[src/tcgr_pkg.sv]
// Shared constants, register and opcode codes, and the cursor status bundle
// for the text cursor glyph renderer. No dependencies.
package tcgr_pkg;

  localparam int GLYPH_ROWS_DEF  = 16;
  localparam int GLYPH_COUNT_DEF = 256;
  localparam int GLYPH_WIDTH     = 8;

  localparam int POS_W      = 13;
  localparam int COL_W      = 12;
  localparam int CODE_W     = 8;
  localparam int GROW_W     = 4;
  localparam int MASK_W     = 8;
  localparam int CFG_IDX_W  = 3;
  localparam int CFG_DATA_W = 24;

  // Item opcodes; the fourth code is unused and only reported.
  localparam logic [1:0] OP_LOAD  = 2'd0;
  localparam logic [1:0] OP_START = 2'd1;
  localparam logic [1:0] OP_CHAR  = 2'd2;

  // Configuration register indexes.
  localparam logic [CFG_IDX_W-1:0] REG_WRAP_ENABLE      = 3'd0;
  localparam logic [CFG_IDX_W-1:0] REG_MARGIN_LEFT      = 3'd1;
  localparam logic [CFG_IDX_W-1:0] REG_MARGIN_RIGHT     = 3'd2;
  localparam logic [CFG_IDX_W-1:0] REG_LAST_COLUMN      = 3'd3;
  localparam logic [CFG_IDX_W-1:0] REG_SCREEN_HEIGHT    = 3'd4;
  localparam logic [CFG_IDX_W-1:0] REG_FOREGROUND_COLOR = 3'd5;
  localparam logic [CFG_IDX_W-1:0] REG_BACKGROUND_COLOR = 3'd6;

  // Control characters.
  localparam logic [CODE_W-1:0] CH_NUL     = 8'h00;
  localparam logic [CODE_W-1:0] CH_NEWLINE = 8'h0A;
  localparam logic [CODE_W-1:0] CH_RETURN  = 8'h0D;

  // Cursor status handed from the cursor unit to the sequencer.
  typedef struct packed {
    logic [POS_W-1:0] x;
    logic [POS_W-1:0] y;
    logic             halted;
    logic             draw;
  } cur_stat_t;

endpackage

[src/tcgr_cursor.sv]
// Configuration registers, and cursor state updated once per accepted item.
// Depends on tcgr_pkg.
module tcgr_cursor #(
  parameter int GLYPH_ROWS = tcgr_pkg::GLYPH_ROWS_DEF
) (
  input  logic                            clk,
  input  logic                            rst,
  input  logic                            cfg_we,
  input  logic [tcgr_pkg::CFG_IDX_W-1:0]  cfg_index,
  input  logic [tcgr_pkg::CFG_DATA_W-1:0] cfg_data,
  input  logic                            accept,
  input  logic [1:0]                      op,
  input  logic [tcgr_pkg::CODE_W-1:0]     code,
  input  logic [tcgr_pkg::COL_W-1:0]      start_x,
  input  logic [tcgr_pkg::COL_W-1:0]      start_y,
  output tcgr_pkg::cur_stat_t             stat
);
  import tcgr_pkg::*;

  localparam int STEP_W = POS_W + 1;

  logic             wrap_enable;
  logic [COL_W-1:0] margin_left;
  logic [COL_W-1:0] margin_right;
  logic [COL_W-1:0] last_column;
  logic [POS_W-1:0] screen_height;

  logic [POS_W-1:0] cursor_x, cursor_x_next;
  logic [POS_W-1:0] cursor_y, cursor_y_next;
  logic [COL_W-1:0] line_start, line_start_next;
  logic [COL_W-1:0] line_end, line_end_next;
  logic             halted, halted_next;

  logic [STEP_W-1:0] y_step;
  logic              below_bottom;
  logic              past_edge;
  logic              is_newline;

  // Color register writes are taken and ignored; colors are not held here.
  always_ff @(posedge clk) begin
    if (rst) begin
      wrap_enable   <= 1'b0;
      margin_left   <= '0;
      margin_right  <= '1;
      last_column   <= COL_W'(639);
      screen_height <= POS_W'(480);
    end else if (cfg_we) begin
      unique case (cfg_index)
        REG_WRAP_ENABLE:   wrap_enable   <= cfg_data[0];
        REG_MARGIN_LEFT:   margin_left   <= cfg_data[COL_W-1:0];
        REG_MARGIN_RIGHT:  margin_right  <= cfg_data[COL_W-1:0];
        REG_LAST_COLUMN:   last_column   <= cfg_data[COL_W-1:0];
        REG_SCREEN_HEIGHT: screen_height <= cfg_data[POS_W-1:0];
        REG_FOREGROUND_COLOR, REG_BACKGROUND_COLOR: ;
        default: ;
      endcase
    end
  end

  assign y_step       = {1'b0, cursor_y} + STEP_W'(GLYPH_ROWS);
  assign below_bottom = cursor_y > screen_height;
  assign is_newline   = code == CH_NEWLINE;
  assign past_edge    = (cursor_x > {1'b0, line_end}) || is_newline;

  always_comb begin
    cursor_x_next   = cursor_x;
    cursor_y_next   = cursor_y;
    line_start_next = line_start;
    line_end_next   = line_end;
    halted_next     = halted;
    if (accept) begin
      unique case (op)
        OP_START: begin
          cursor_x_next = {1'b0, start_x};
          cursor_y_next = {1'b0, start_y};
          if (!wrap_enable) begin
            line_start_next = start_x;
          end else if (margin_left > last_column) begin
            line_start_next = '0;
          end else begin
            line_start_next = margin_left;
          end
          if (!wrap_enable || margin_right > last_column) begin
            line_end_next = last_column;
          end else begin
            line_end_next = margin_right;
          end
          halted_next = 1'b0;
        end
        OP_CHAR: begin
          if (!halted) begin
            priority if (code == CH_NUL) begin
              halted_next = 1'b1;
            end else if (below_bottom) begin
              halted_next = 1'b1;
            end else if (past_edge) begin
              // Wrap drops the triggering character.
              if (!wrap_enable || y_step[POS_W]) begin
                halted_next = 1'b1;
              end else begin
                cursor_x_next = {1'b0, line_start};
                cursor_y_next = y_step[POS_W-1:0];
              end
            end else if (code == CH_RETURN) begin
              if (wrap_enable) begin
                cursor_x_next = {1'b0, line_start};
              end
            end else begin
              cursor_x_next = cursor_x + POS_W'(GLYPH_WIDTH);
            end
          end
        end
        default: ;
      endcase
    end
  end

  always_ff @(posedge clk) begin
    if (rst) begin
      cursor_x   <= '0;
      cursor_y   <= '0;
      line_start <= '0;
      line_end   <= '0;
      halted     <= 1'b1;
    end else begin
      cursor_x   <= cursor_x_next;
      cursor_y   <= cursor_y_next;
      line_start <= line_start_next;
      line_end   <= line_end_next;
      halted     <= halted_next;
    end
  end

  assign stat.x      = cursor_x;
  assign stat.y      = cursor_y;
  assign stat.halted = halted;
  assign stat.draw   = (op == OP_CHAR) && !halted && (code != CH_NUL) && !below_bottom
                       && !past_edge && (code != CH_RETURN);

endmodule

[config.mk]
export PLATFORM = sky130hd
export DESIGN_NAME = tcgr_cursor
export DESIGN_NICKNAME = d
export VERILOG_FILES = /design/src/tcgr_pkg.sv /design/src/tcgr_cursor.sv
export SDC_FILE = /design/constraint.sdc
export NUM_CORES = 1
export LEC_CHECK = 0
export BUFFER_PORTS_ARGS = -buffer_cell sky130_fd_sc_hd__buf_2
export CAP_MARGIN = 20
export CORE_MARGIN = 4
export CORE_UTILIZATION = 35
export DETAILED_ROUTE_END_ITERATION = 8
export MAX_ROUTING_LAYER = met4
export PLACE_DENSITY_LB_ADDON = 0.1
export SLEW_MARGIN = 5
export SYNTH_ARGS = -nofsm -noshare
export SYNTH_HDL_FRONTEND = slang
export SYNTH_SLANG_ARGS = --single-unit
[constraint.sdc]
create_clock -name clk -period 4.9 [get_ports clk]
set_input_delay 0.98 -clock clk [delete_from_list [all_inputs] [get_ports clk]]
set_output_delay 0.98 -clock clk [all_outputs]
set_load 0.02 [all_outputs]
# --- After elaboration in Yosys (flattened, before gate mapping) ---
# Index checks and enable logic that the tools add are counted.
word_totals:
  in_bits: 65
  regBits: 101
  elab_cells: 80
op_classes:
  n_eq_ne: 16
  mux: 23
  add_sub_neg: 2
  reduce_logical: 25
  order_cmp: 4
op_table:
  columns: ["op", "n"]
  rows:
  - ["2-to-1 mux 13 bit", 12]
  - ["case mux 13 bit (2 select lines)", 2]
  - ["2-to-1 mux 12 bit", 3]
  - ["> comparator 12 bit", 2]
  - ["equality test 8 x 4 -> 1 bit (second input constant)", 2]
  - ["adder 13 x 5 -> 14 bit (second input constant)", 1]
  - ["AND reduction 2 bit", 7]
  - ["AND reduction 7 bit", 2]
  - ["adder 13 x 4 -> 13 bit (second input constant)", 1]
  - ["> comparator 13 x 12 -> 1 bit", 1]
  - ["> comparator 13 bit", 1]
  - ["!= test 2 bit (second input constant)", 5]
  - ["zero test 8 bit", 1]
  - ["!= test 8 x 4 -> 1 bit (second input constant)", 1]
  - ["nonzero test 8 bit", 1]
  - ["equality test 3 x 2 -> 1 bit (second input constant)", 2]
  - ["logical AND 1 bit", 5]
  - ["2-to-1 mux 1 bit", 5]
  - ["zero test 1 bit", 4]
  - ["!= test 4 bit (second input constant)", 1]
  - ["equality test 3 x 1 -> 1 bit (second input constant)", 1]
  - ["equality test 3 bit (second input constant)", 1]
  - ["zero test 3 bit", 1]
  - ["logical OR 1 bit", 3]
  - ["other kinds (5)", 5]

# --- Depth between registers and ports, before layout ---
# Gate-level depths: netlist (run 1).
logic_depth:
  depth_word: 8
  ltp_mapped: 10

# --- Worst setup path before layout (run 1) ---
# OpenSTA, ideal clock, no wires.
synth_timing:
  path_kind: "input to output"
  startpoint: "input code[3] (netlist name)"
  endpoint: "output stat[0] (netlist name)"
  stages: 5
  required_ns: 3.920
  t_arrival_ns: 2.359
  slack_ns: 1.561
  cell_sequence: "nor4_1 -> a21oi_1 -> or3b_1 -> o31ai_4 -> nor3b_1"
synth_lines:
  columns: ["item", "line", "text"]
  rows:
  - ["start, declared", "tcgr_cursor.sv:13", "input logic [tcgr_pkg::CODE_W-1:0] code,"]
  - ["end, declared", "tcgr_cursor.sv:16", "output tcgr_pkg::cur_stat_t stat"]

==> flow_metrics.py, run 1 <==
metrics = {
    "drt": {
        "drc": 0,
        "dr.pass1.iters": 5,
        "dr.first_iter.drc_count": 361,
        "post_drt_wl_per_cell_um": 17.4,
        "drtAntennaViolNets": 0,
        "drt-total-wl_um": 17500,
        "vias_per_cell": 5.35,
        "vias": 5357,
    },
    "global_route": {
        "grtUsageMet2_pct": 30.0,
        "grtUsageTotal_pct": 19.4,
        "grtUsageMet1_pct": 26.3,
        "grt_max_degree": 55,
        "grtUsageMet3_pct": 3.31,
        "grt_pass1_wl_um": 27700,
        "grt_pass1_vias": 5281,
        "gr-max-usage-layer": "met2",
        "antenna_found_initial": 0,
        "overflow": 0,
    },
    "synthesis": {
        "synth_cells": 721,
        "syn_avg_cell_area_um2": 8.07,
        "yosysWarnings": 0,
        "synth_area_mm2": 0.00582,
        "ys.flop_type": "dfxtp_1",
        "synth_edf_count": 0,
        "ys_ff_latch": 101,
        "synth-seq-area-share_pct": 34.7,
        "async_reset_ff_share_pct": 0,
        "synth_fp_nets": 839,
        "synth_cell_types": 61,
    },
    "setup_path": {
        "crit_start": "code[3]",
        "cp.required_ps": 3920,
        "worst-setup-path-type": "in2out",
        "critPathMaxFanout": 4,
        "crit_path_end": "stat[0]",
        "r2r_slack_ps": 1450,
        "r2r_start": "cursor_y[11]",
        "cp-end-kind": "output pin",
        "reg2reg_to": "cursor_x[7]",
        "rr_worst_depth": 8,
        "cp_data_arrival_time_ps": 2650,
        "cp-start-kind": "primary input",
    },
    "floorplan": {
        "rows": 46,
        "coreArea_mm2": 0.0161,
        "die_w_um": 137,
        "die_h_um": 137,
        "die-area_mm2": 0.0188,
        "ioPinCount": 93,
        "initial_core_util_pct": 36.1,
    },
    "layout": {
        "nets": 898,
        "multi_input_area_mm2": 0.00340,
        "layout-drive-gt1-share_pct": 15.5,
        "num-fill-cells": 1659,
        "syn_to_final_growth_pct": 16.1,
        "final_common_cell": "nand2_1",
        "final_core_util_pct": 41.9,
        "final_area_mm2": 0.00676,
        "layout_common_cells": "107 x nand2_1, 101 x dfxtp_1, 81 x buf_2",
        "antennaDiodeCount": 0,
        "regArea_mm2": 0.00202,
        "stdcell_count": 1001,
    },
    "worst_hold_path": {
        "hold_path_class": "reg2reg",
        "worstHoldStart": "screen_height[4]",
    },
    "timing": {
        "period_minus_slack_ps": 3630,
        "timing.fmax_mhz": 275,
        "setup_viol": 0,
        "final.period_utilization_pct": 74.1,
        "slew_headroom_pct": 37.0,
        "maxSlewViolCount": 0,
        "finClkSkew_ps": 6.16,
        "worst_pin_slew_ps": 941,
        "fin_setup_tns_ps": 0,
        "rsz0062_at_grt": "false",
        "hold_viol_final": 0,
    },
    "cts": {
        "cts_root_buf": "clkbuf_16",
        "postCtsSetupBuffers": 0,
        "hold_buffers": 0,
        "cts.sinks": 101,
        "worstSkewPairLatency_ps": 350,
        "cts_resized": 0,
        "cts.htree.levels": 3,
        "cts_buffers": 9,
        "clk_pin_slew_ps": 70,
        "cts.path.max_buffers": 2,
        "cts_tree": "done",
    },
    "power": {
        "p_leak_nw": 2.83,
        "power.density_mw_per_mm2": 323,
        "irDropWorstVdd_mv": 0.189,
    },
    "placement": {
        "gp_congestion": 0.836,
        "dp.cells": 985,
        "dpl-instance-area_mm2": 0.00638,
        "place.detailed.hpwl_um": 12900,
        "port-buffer-count": 81,
    },
    "outcome": {
        "status": "completed",
    },
    "flow_run": {
        "drv_cap": 0,
    },
}
[where the power goes]
part           leakage (nW)  internal [mW]  switching (mW)
combinational          1.82          0.152           0.231
sequential            0.823          0.858          0.0385
clock                 0.186          0.581           0.325
total                  2.83           1.59           0.595
[flip-flops by register name, indices dropped and copies added (netlist names)]
signal / cells
last_column: 12
line_end: 12
halted: 1
screen_height: 13
margin_left: 12
cursor_y: 13
margin_right: 12
wrap_enable: 1
cursor_x: 13
line_start: 12
[cells by family (layout without fill, tap and decap cells)]
kind of cell	after synthesis	in the layout	share of synthesized area [%]
buf+inv	101	165	6.83
xor+xnor	7	7	1.05
mux	21	21	3.74
compound gates	208	208	23.0
fa+ha+maj	53	53	11.4
simple gates	230	230	19.3
flops	101	101	34.7
[metal layers]
metal	part of all wire (%)	wire length, um
met5	0	0
met4	1.5	267
met3	4.7	826
met2	44	7730
met1	49	8630
[critical path: stages]
cell and delay (ps):
buf_2 120, nor4_1 60, a21oi_1 290, or3b_1 450, o31ai_4 300, nor3b_1 250
buf_2 210
[metrics by stage]
| stage | hold slack (ps) | power [mW] | worst slack (ps) |
|---|---|---|---|
| floorplan | 436 | 1.17 | 1560 |
| global placement | 444 | 1.29 | 1170 |
| detailed placement | 451 | 1.30 | 997 |
| CTS | 461 | 2.21 | 1260 |
| global route | 489 | 2.29 | 1150 |
| finish | 456 | 2.19 | 1270 |
[cell usage after synthesis, types with 3 or more instances]
library cell,count,area (um2)
a211oi_1,23,173
a21o_1,11,82.6
a21oi_1,79,395
a221oi_1,5,43.8
a22oi_1,5,37.5
a311oi_1,4,35.0
and3_1,8,50.1
buf_2,3,15.0
clkbuf_1,32,120
dfxtp_1,101,2020
ha_1,53,663
inv_1,60,225
mux2_2,6,67.6
mux2i_1,15,150
nand2_1,107,402
nand2b_1,4,25.0
nand3_1,40,200
nand4_1,10,62.6
nor2_1,16,60.1
nor2b_1,18,113
nor3_1,6,30.0
nor4_1,4,25.0
o211ai_1,15,113
o21ai_0,30,150
o21ai_1,8,40.0
o31ai_1,3,22.5
o32ai_1,3,26.3
xnor2_1,6,52.6
[how the worst min path moves through the flow]
stage / endpoint / slack (ps) / depth (start not counted)
floorplan: screen_height[10] / 440 / 2
global placement: screen_height[12] / 440 / 2
detailed placement: screen_height[3] / 450 / 2
CTS: screen_height[3] / 460 / 2
global route: screen_height[3] / 490 / 2
finish: screen_height[4] / 460 / 2
[layout make-up]
| cell class | count | area share (%) |
|---|---|---|
| Multi-Input combinational cell | 519 | 50.3 |
| Sequential cell | 101 | 29.9 |
| Timing Repair Buffer | 87 | 6.66 |
| Tap cell | 216 | 4.00 |
| Clock buffer | 11 | 3.74 |
| Inverter | 62 | 3.44 |
| Clock inverter | 5 | 1.91 |
No activity file was read; power rests on OpenSTA's default activity.
==> run 2, diff against run 1 <==
==> constraint.sdc (replaced) <==
create_clock -name clk -period 3.7 [get_ports clk]
set_input_delay 0.74 -clock clk [delete_from_list [all_inputs] [get_ports clk]]
set_output_delay 0.74 -clock clk [all_outputs]
set_load 0.02 [all_outputs]
==> run 2 against run 1 <==
Net effect:
- clock skew is 1.5 ps lower
- highest routed layer unchanged
- register-to-register slack got worse by 610 ps
- count of clock-buffer cells in the layout grew 1
- clock power is 6.6% higher
==> flow_metrics.py, run 2 (synthesis results as in run 1) <==
metrics = {
    "floorplan": {
        "die-area_mm2": 0.0188,
        "die_h_um": 137,
        "initial_core_util_pct": 36.1,
        "die_w_um": 137,
        "rows": 46,
        "coreArea_mm2": 0.0161,
        "ioPinCount": 93,
    },
    "drt": {
        "drt-total-wl_um": 17400,
        "post_drt_wl_per_cell_um": 17.4,
        "dr.pass1.iters": 5,
        "vias_per_cell": 5.33,
        "dr.first_iter.drc_count": 302,
        "drc": 0,
        "drtAntennaViolNets": 0,
        "vias": 5355,
    },
    "timing": {
        "finClkSkew_ps": 4.61,
        "fin_setup_tns_ps": 0,
        "timing.fmax_mhz": 307,
        "worst_pin_slew_ps": 985,
        "hold_viol_final": 0,
        "slew_headroom_pct": 34.1,
        "final.period_utilization_pct": 87.9,
        "maxSlewViolCount": 0,
        "setup_ws_ps": 447,
        "rsz0062_at_grt": "false",
        "period_minus_slack_ps": 3250,
        "setup_viol": 0,
    },
    "setup_path": {
        "worst-setup-path-type": "reg2out",
        "cp-end-kind": "output pin",
        "cp-start-kind": "register",
        "reg2reg_to": "line_end[9]",
        "cp.required_ps": 2960,
        "rr_worst_depth": 10,
        "r2r_slack_ps": 840,
        "r2r_start": "last_column[9]",
        "cp_data_arrival_time_ps": 2510,
        "critPathMaxFanout": 6,
    },
    "cts": {
        "cts.htree.levels": 3,
        "clk_pin_slew_ps": 70,
        "cts.sinks": 101,
        "worstSkewPairLatency_ps": 350,
        "hold_buffers": 0,
        "postCtsSetupBuffers": 0,
        "cts_resized": 0,
        "cts_root_buf": "clkbuf_16",
        "cts_buffers": 9,
        "cts_tree": "done",
        "cts.path.max_buffers": 2,
    },
    "flow_run": {
        "drv_cap": 0,
    },
    "global_route": {
        "grtUsageTotal_pct": 19.4,
        "grt_pass1_wl_um": 27600,
        "grt_pass1_vias": 5124,
        "overflow": 0,
        "grt_max_degree": 54,
        "antenna_found_initial": 0,
    },
    "outcome": {
        "status": "completed",
    },
    "placement": {
        "place.detailed.hpwl_um": 12800,
        "port-buffer-count": 81,
        "gp_congestion": 0.854,
        "pre_cts_slack_ps": 566,
        "dp.cells": 988,
    },
    "power": {
        "p_leak_nw": 2.80,
        "power.density_mw_per_mm2": 398,
        "power_mw": 2.66,
        "irDropWorstVdd_mv": 0.222,
    },
    "worst_hold_path": {
        "worstHoldStart": "screen_height[2]",
        "hold_path_class": "reg2reg",
        "worstHoldEndpoint": "screen_height[2]",
        "worstHoldPathCells": 2,
    },
    "layout": {
        "nets": 901,
        "layout_common_cells": "107 x nand2_1, 101 x dfxtp_1, 81 x buf_2",
        "stdcell_count": 1004,
        "final_common_cell": "nand2_1",
        "num-fill-cells": 1690,
        "multi_input_area_mm2": 0.00340,
        "antennaDiodeCount": 0,
        "largestRegisters": "cursor_x: 13 flops, cursor_y: 13 flops, screen_height: 13 flops",
        "syn_to_final_growth_pct": 15.0,
        "layout-drive-gt1-share_pct": 15.6,
        "regArea_mm2": 0.00202,
    },
}
-- run 2: cell count changes in the layout (fill, tap and decap cells not counted) --
cell | previous run | this run
bufinv_16 | 4 | 1
clkbuf_8 | 2 | 1
clkbuf_1 | 0 | 2
buf_4 | 6 | 9
clkinvlp_4 | 0 | 1
clkinv_2 | 0 | 2
inv_6 | 1 | 0
-- run 2: how the worst max path moves through the flow --
stage / start / cells after the start / to
global route: cursor_y[11] / 7 / stat[0]
detailed placement: code[3] / 7 / stat[0]
global placement: code[2] / 7 / stat[0]
floorplan: cursor_x[10] / 7 / stat[0]
finish: cursor_y[11] / 7 / stat[0]
CTS: cursor_y[11] / 7 / stat[0]
-- run 2: power breakdown --
group / internal [mW] / total (mW) / switching, mW
registers: 1.14 / 1.19 / 0.0497
logic: 0.204 / 0.513 / 0.309
clock network: 0.542 / 0.966 / 0.424
total: 1.88 / 2.66 / 0.783
-- run 2: layout make-up --
cell class                 count  share of cell area, %
inverter                      62                   3.48
timing repair buffer          90                   7.07
sequential                   101                   30.2
clock buffer                  12                   3.68
multi-input combinational    519                   50.8
clock inverter                 4                  0.710
tap                          216                   4.04
-- run 2: critical path, stage by stage (launching register included) --
cell,delay (ps)
dfxtp_1,460
ha_1,300
a21oi_1,160
a21boi_0,90
or3b_1,410
o31ai_4,310
nor3b_1,220
buf_2,210
-- run 2: layer usage --
| metal | routed length, um | track usage (%) | part of all wire (%) |
|---|---|---|---|
| met5 | 0 | - | 0 |
| met1 | 8430 | 26.9 | 48 |
| met2 | 7820 | 29.1 | 45 |
| met4 | 271 | 4.88 | 1.6 |
| met3 | 921 | 3.82 | 5.3 |
-- run 2: stage by stage --
stage / instance area (um2) / utilization [%] / hold WS, ps
2_1_floorplan: 5820 / - / 436
5_1_grt: 6690 / 41.5 / 488
6_report: 6690 / 41.5 / 460
3_5_place_dp: 6400 / 39.7 / 452
4_1_cts: 6690 / 41.5 / 461
3_3_place_gp: 6400 / 39.7 / 445
==> run 3, diff against run 2 <==
--- a/config.mk
+++ b/config.mk
@@ -11,7 +11,6 @@
 export CORE_UTILIZATION = 35
 export DETAILED_ROUTE_END_ITERATION = 8
 export MAX_ROUTING_LAYER = met4
-export PLACE_DENSITY_LB_ADDON = 0.1
 export SLEW_MARGIN = 5
 export SYNTH_ARGS = -nofsm -noshare
 export SYNTH_HDL_FRONTEND = slang
==> run 3 against run 2 <==
Net effect:
- cell area unchanged
- highest routed layer unchanged
- fmax is 0.56% higher
- final cell count increased by 0.30%
- worst hold slack got worse by 2.3 ps
- combinational power down 1%
- total power decreased by 2.8%
- non-clock buffer count rose by 3
- worst setup slack gained 18 ps
- clock skew grew 2.8 ps
- largest cell class unchanged
- utilization is the same
- wire length is 5.1% lower
- flip-flop and latch count unchanged
- critical endpoint unchanged
- critical path type unchanged
==> flow_metrics.py, run 3 (synthesis results as in run 1) <==
metrics = {
    "global_route": {
        "antenna_found_initial": 0,
        "overflow": 0,
        "grtUsageTotal_pct": 18.7,
        "grt_max_degree": 54,
        "grt_pass1_vias": 4967,
        "grt_pass1_wl_um": 26700,
    },
    "power": {
        "seqPwrFrac_pct": 45.8,
        "p_clk_share_pct": 34.6,
        "combPwrFrac_pct": 19.6,
        "irDropWorstVdd_mv": 0.229,
        "p_sw_uw": 772,
        "swShare_pct": 29.8,
        "p_leak_nw": 2.80,
        "power.density_mw_per_mm2": 387,
        "p_int_mw": 1.82,
    },
    "cts": {
        "cts_tree": "done",
        "cts.htree.levels": 3,
        "postCtsSetupBuffers": 0,
        "cts_resized": 0,
        "hold_buffers": 0,
        "clk_pin_slew_ps": 70,
        "worstSkewPairLatency_ps": 360,
        "cts_buffers": 9,
        "cts.path.max_buffers": 2,
        "cts.sinks": 101,
        "cts_root_buf": "clkbuf_16",
    },
    "drt": {
        "drc": 0,
        "dr_wl_met3_um": 770,
        "wl_met2_um": 7050,
        "dr.pass1.iters": 5,
        "vias_per_cell": 5.23,
        "dr.first_iter.drc_count": 343,
        "top_layer": "met4",
        "drtAntennaViolNets": 0,
        "post_drt_wl_per_cell_um": 16.4,
        "drt-total-wl_um": 16600,
        "wl_met1_um": 8450,
        "vias": 5263,
    },
    "setup_path": {
        "cp-start-kind": "register",
        "critPathMaxFanout": 6,
        "cp-end-kind": "output pin",
        "cp.required_ps": 2960,
        "cp_data_arrival_time_ps": 2490,
        "worst-setup-path-type": "reg2out",
        "rr_worst_depth": 8,
    },
    "timing": {
        "final.period_utilization_pct": 87.4,
        "maxSlewViolCount": 0,
        "slew_headroom_pct": 36.4,
        "hold_viol_final": 0,
        "timing.fmax_mhz": 309,
        "period_minus_slack_ps": 3230,
        "fin_setup_tns_ps": 0,
        "setup_viol": 0,
        "worst_pin_slew_ps": 950,
        "setup_ws_ps": 465,
        "finClkSkew_ps": 7.36,
        "rsz0062_at_grt": "false",
    },
    "worst_hold_path": {
        "worstHoldPathCells": 2,
        "hold_path_class": "reg2reg",
    },
    "floorplan": {
        "coreArea_mm2": 0.0161,
        "die_h_um": 137,
        "ioPinCount": 93,
        "die_w_um": 137,
        "rows": 46,
        "initial_core_util_pct": 36.1,
        "die-area_mm2": 0.0188,
    },
    "placement": {
        "place.detailed.hpwl_um": 12300,
        "gp_congestion": 0.843,
        "pre_cts_slack_ps": 538,
        "dpl-instance-area_mm2": 0.00642,
        "port-buffer-count": 81,
    },
    "layout": {
        "layout-drive-gt1-share_pct": 15.8,
        "nets": 904,
        "largestRegisters": "cursor_x: 13 flops, cursor_y: 13 flops, screen_height: 13 flops",
        "regArea_mm2": 0.00202,
        "final_common_cell": "nand2_1",
        "final_area_mm2": 0.00669,
        "antennaDiodeCount": 0,
        "multi_input_area_mm2": 0.00340,
        "layout_common_cells": "107 x nand2_1, 101 x dfxtp_1, 81 x buf_2",
        "syn_to_final_growth_pct": 15.0,
        "num-fill-cells": 1659,
    },
    "outcome": {
        "status": "completed",
    },
    "flow_run": {
        "drv_cap": 0,
    },
}
## run 3: cell types whose count changed in the layout (fill, tap and decap cells not counted), sizes merged
cell	delta
clkbuf	+1
bufinv	-1
buf	+3
## run 3: stage by stage
stage | utilization [%] | power, mW | hold WS [ps] | instances
floorplan | - | 1.55 | 436 | 721
global placement | 39.9 | 1.71 | 445 | 991
detailed placement | 39.9 | 1.72 | 450 | 991
CTS | 41.5 | 2.61 | 459 | 1007
global route | 41.5 | 2.72 | 476 | 1007
finish | 41.5 | 2.59 | 458 | 1007
## run 3: path summary, 6_finish.rpt
path	start	endpoint	slack (ps)
worst min-delay path	screen_height[10]	screen_height[10]	460
worst max-delay path	cursor_y[4]	stat[0]	470
worst max register to register	cursor_x[10]	cursor_y[7]	880
worst min register to register	screen_height[10]	screen_height[10]	460
## run 3: final cells by class
cell class	count	share of cell area [%]
flip-flops and latches	101	30.2
clock inverters	3	0.318
repair buffers	93	7.40
clock buffers	13	3.74
inverters	62	3.48
multi-input cells	519	50.8
well taps	216	4.04
## run 3: power by group through the flow
stage	Sequential (mW)	Clock, mW	Combinational [mW]
global route	1.19	0.955	0.569
CTS	1.19	0.919	0.510
global placement	1.21	0	0.501
finish	1.19	0.895	0.508
floorplan	1.22	0	0.334
detailed placement	1.21	0	0.507
## run 3: layer usage
| metal | vias up | track usage (%) |
|---|---|---|
| met5 | - | - |
| met1 | 2429 | 26.6 |
| met3 | 19 | 3.68 |
| met4 | 0 | 4.99 |
| li1 | 2699 | - |
| met2 | 116 | 27.1 |
## run 3: critical path, stage by stage (launching register included)
cell,delay [ps]
dfxtp_1,460
ha_1,300
and3_1,190
a211oi_1,220
a21boi_1,160
o31ai_4,340
nor3b_1,260
buf_2,200
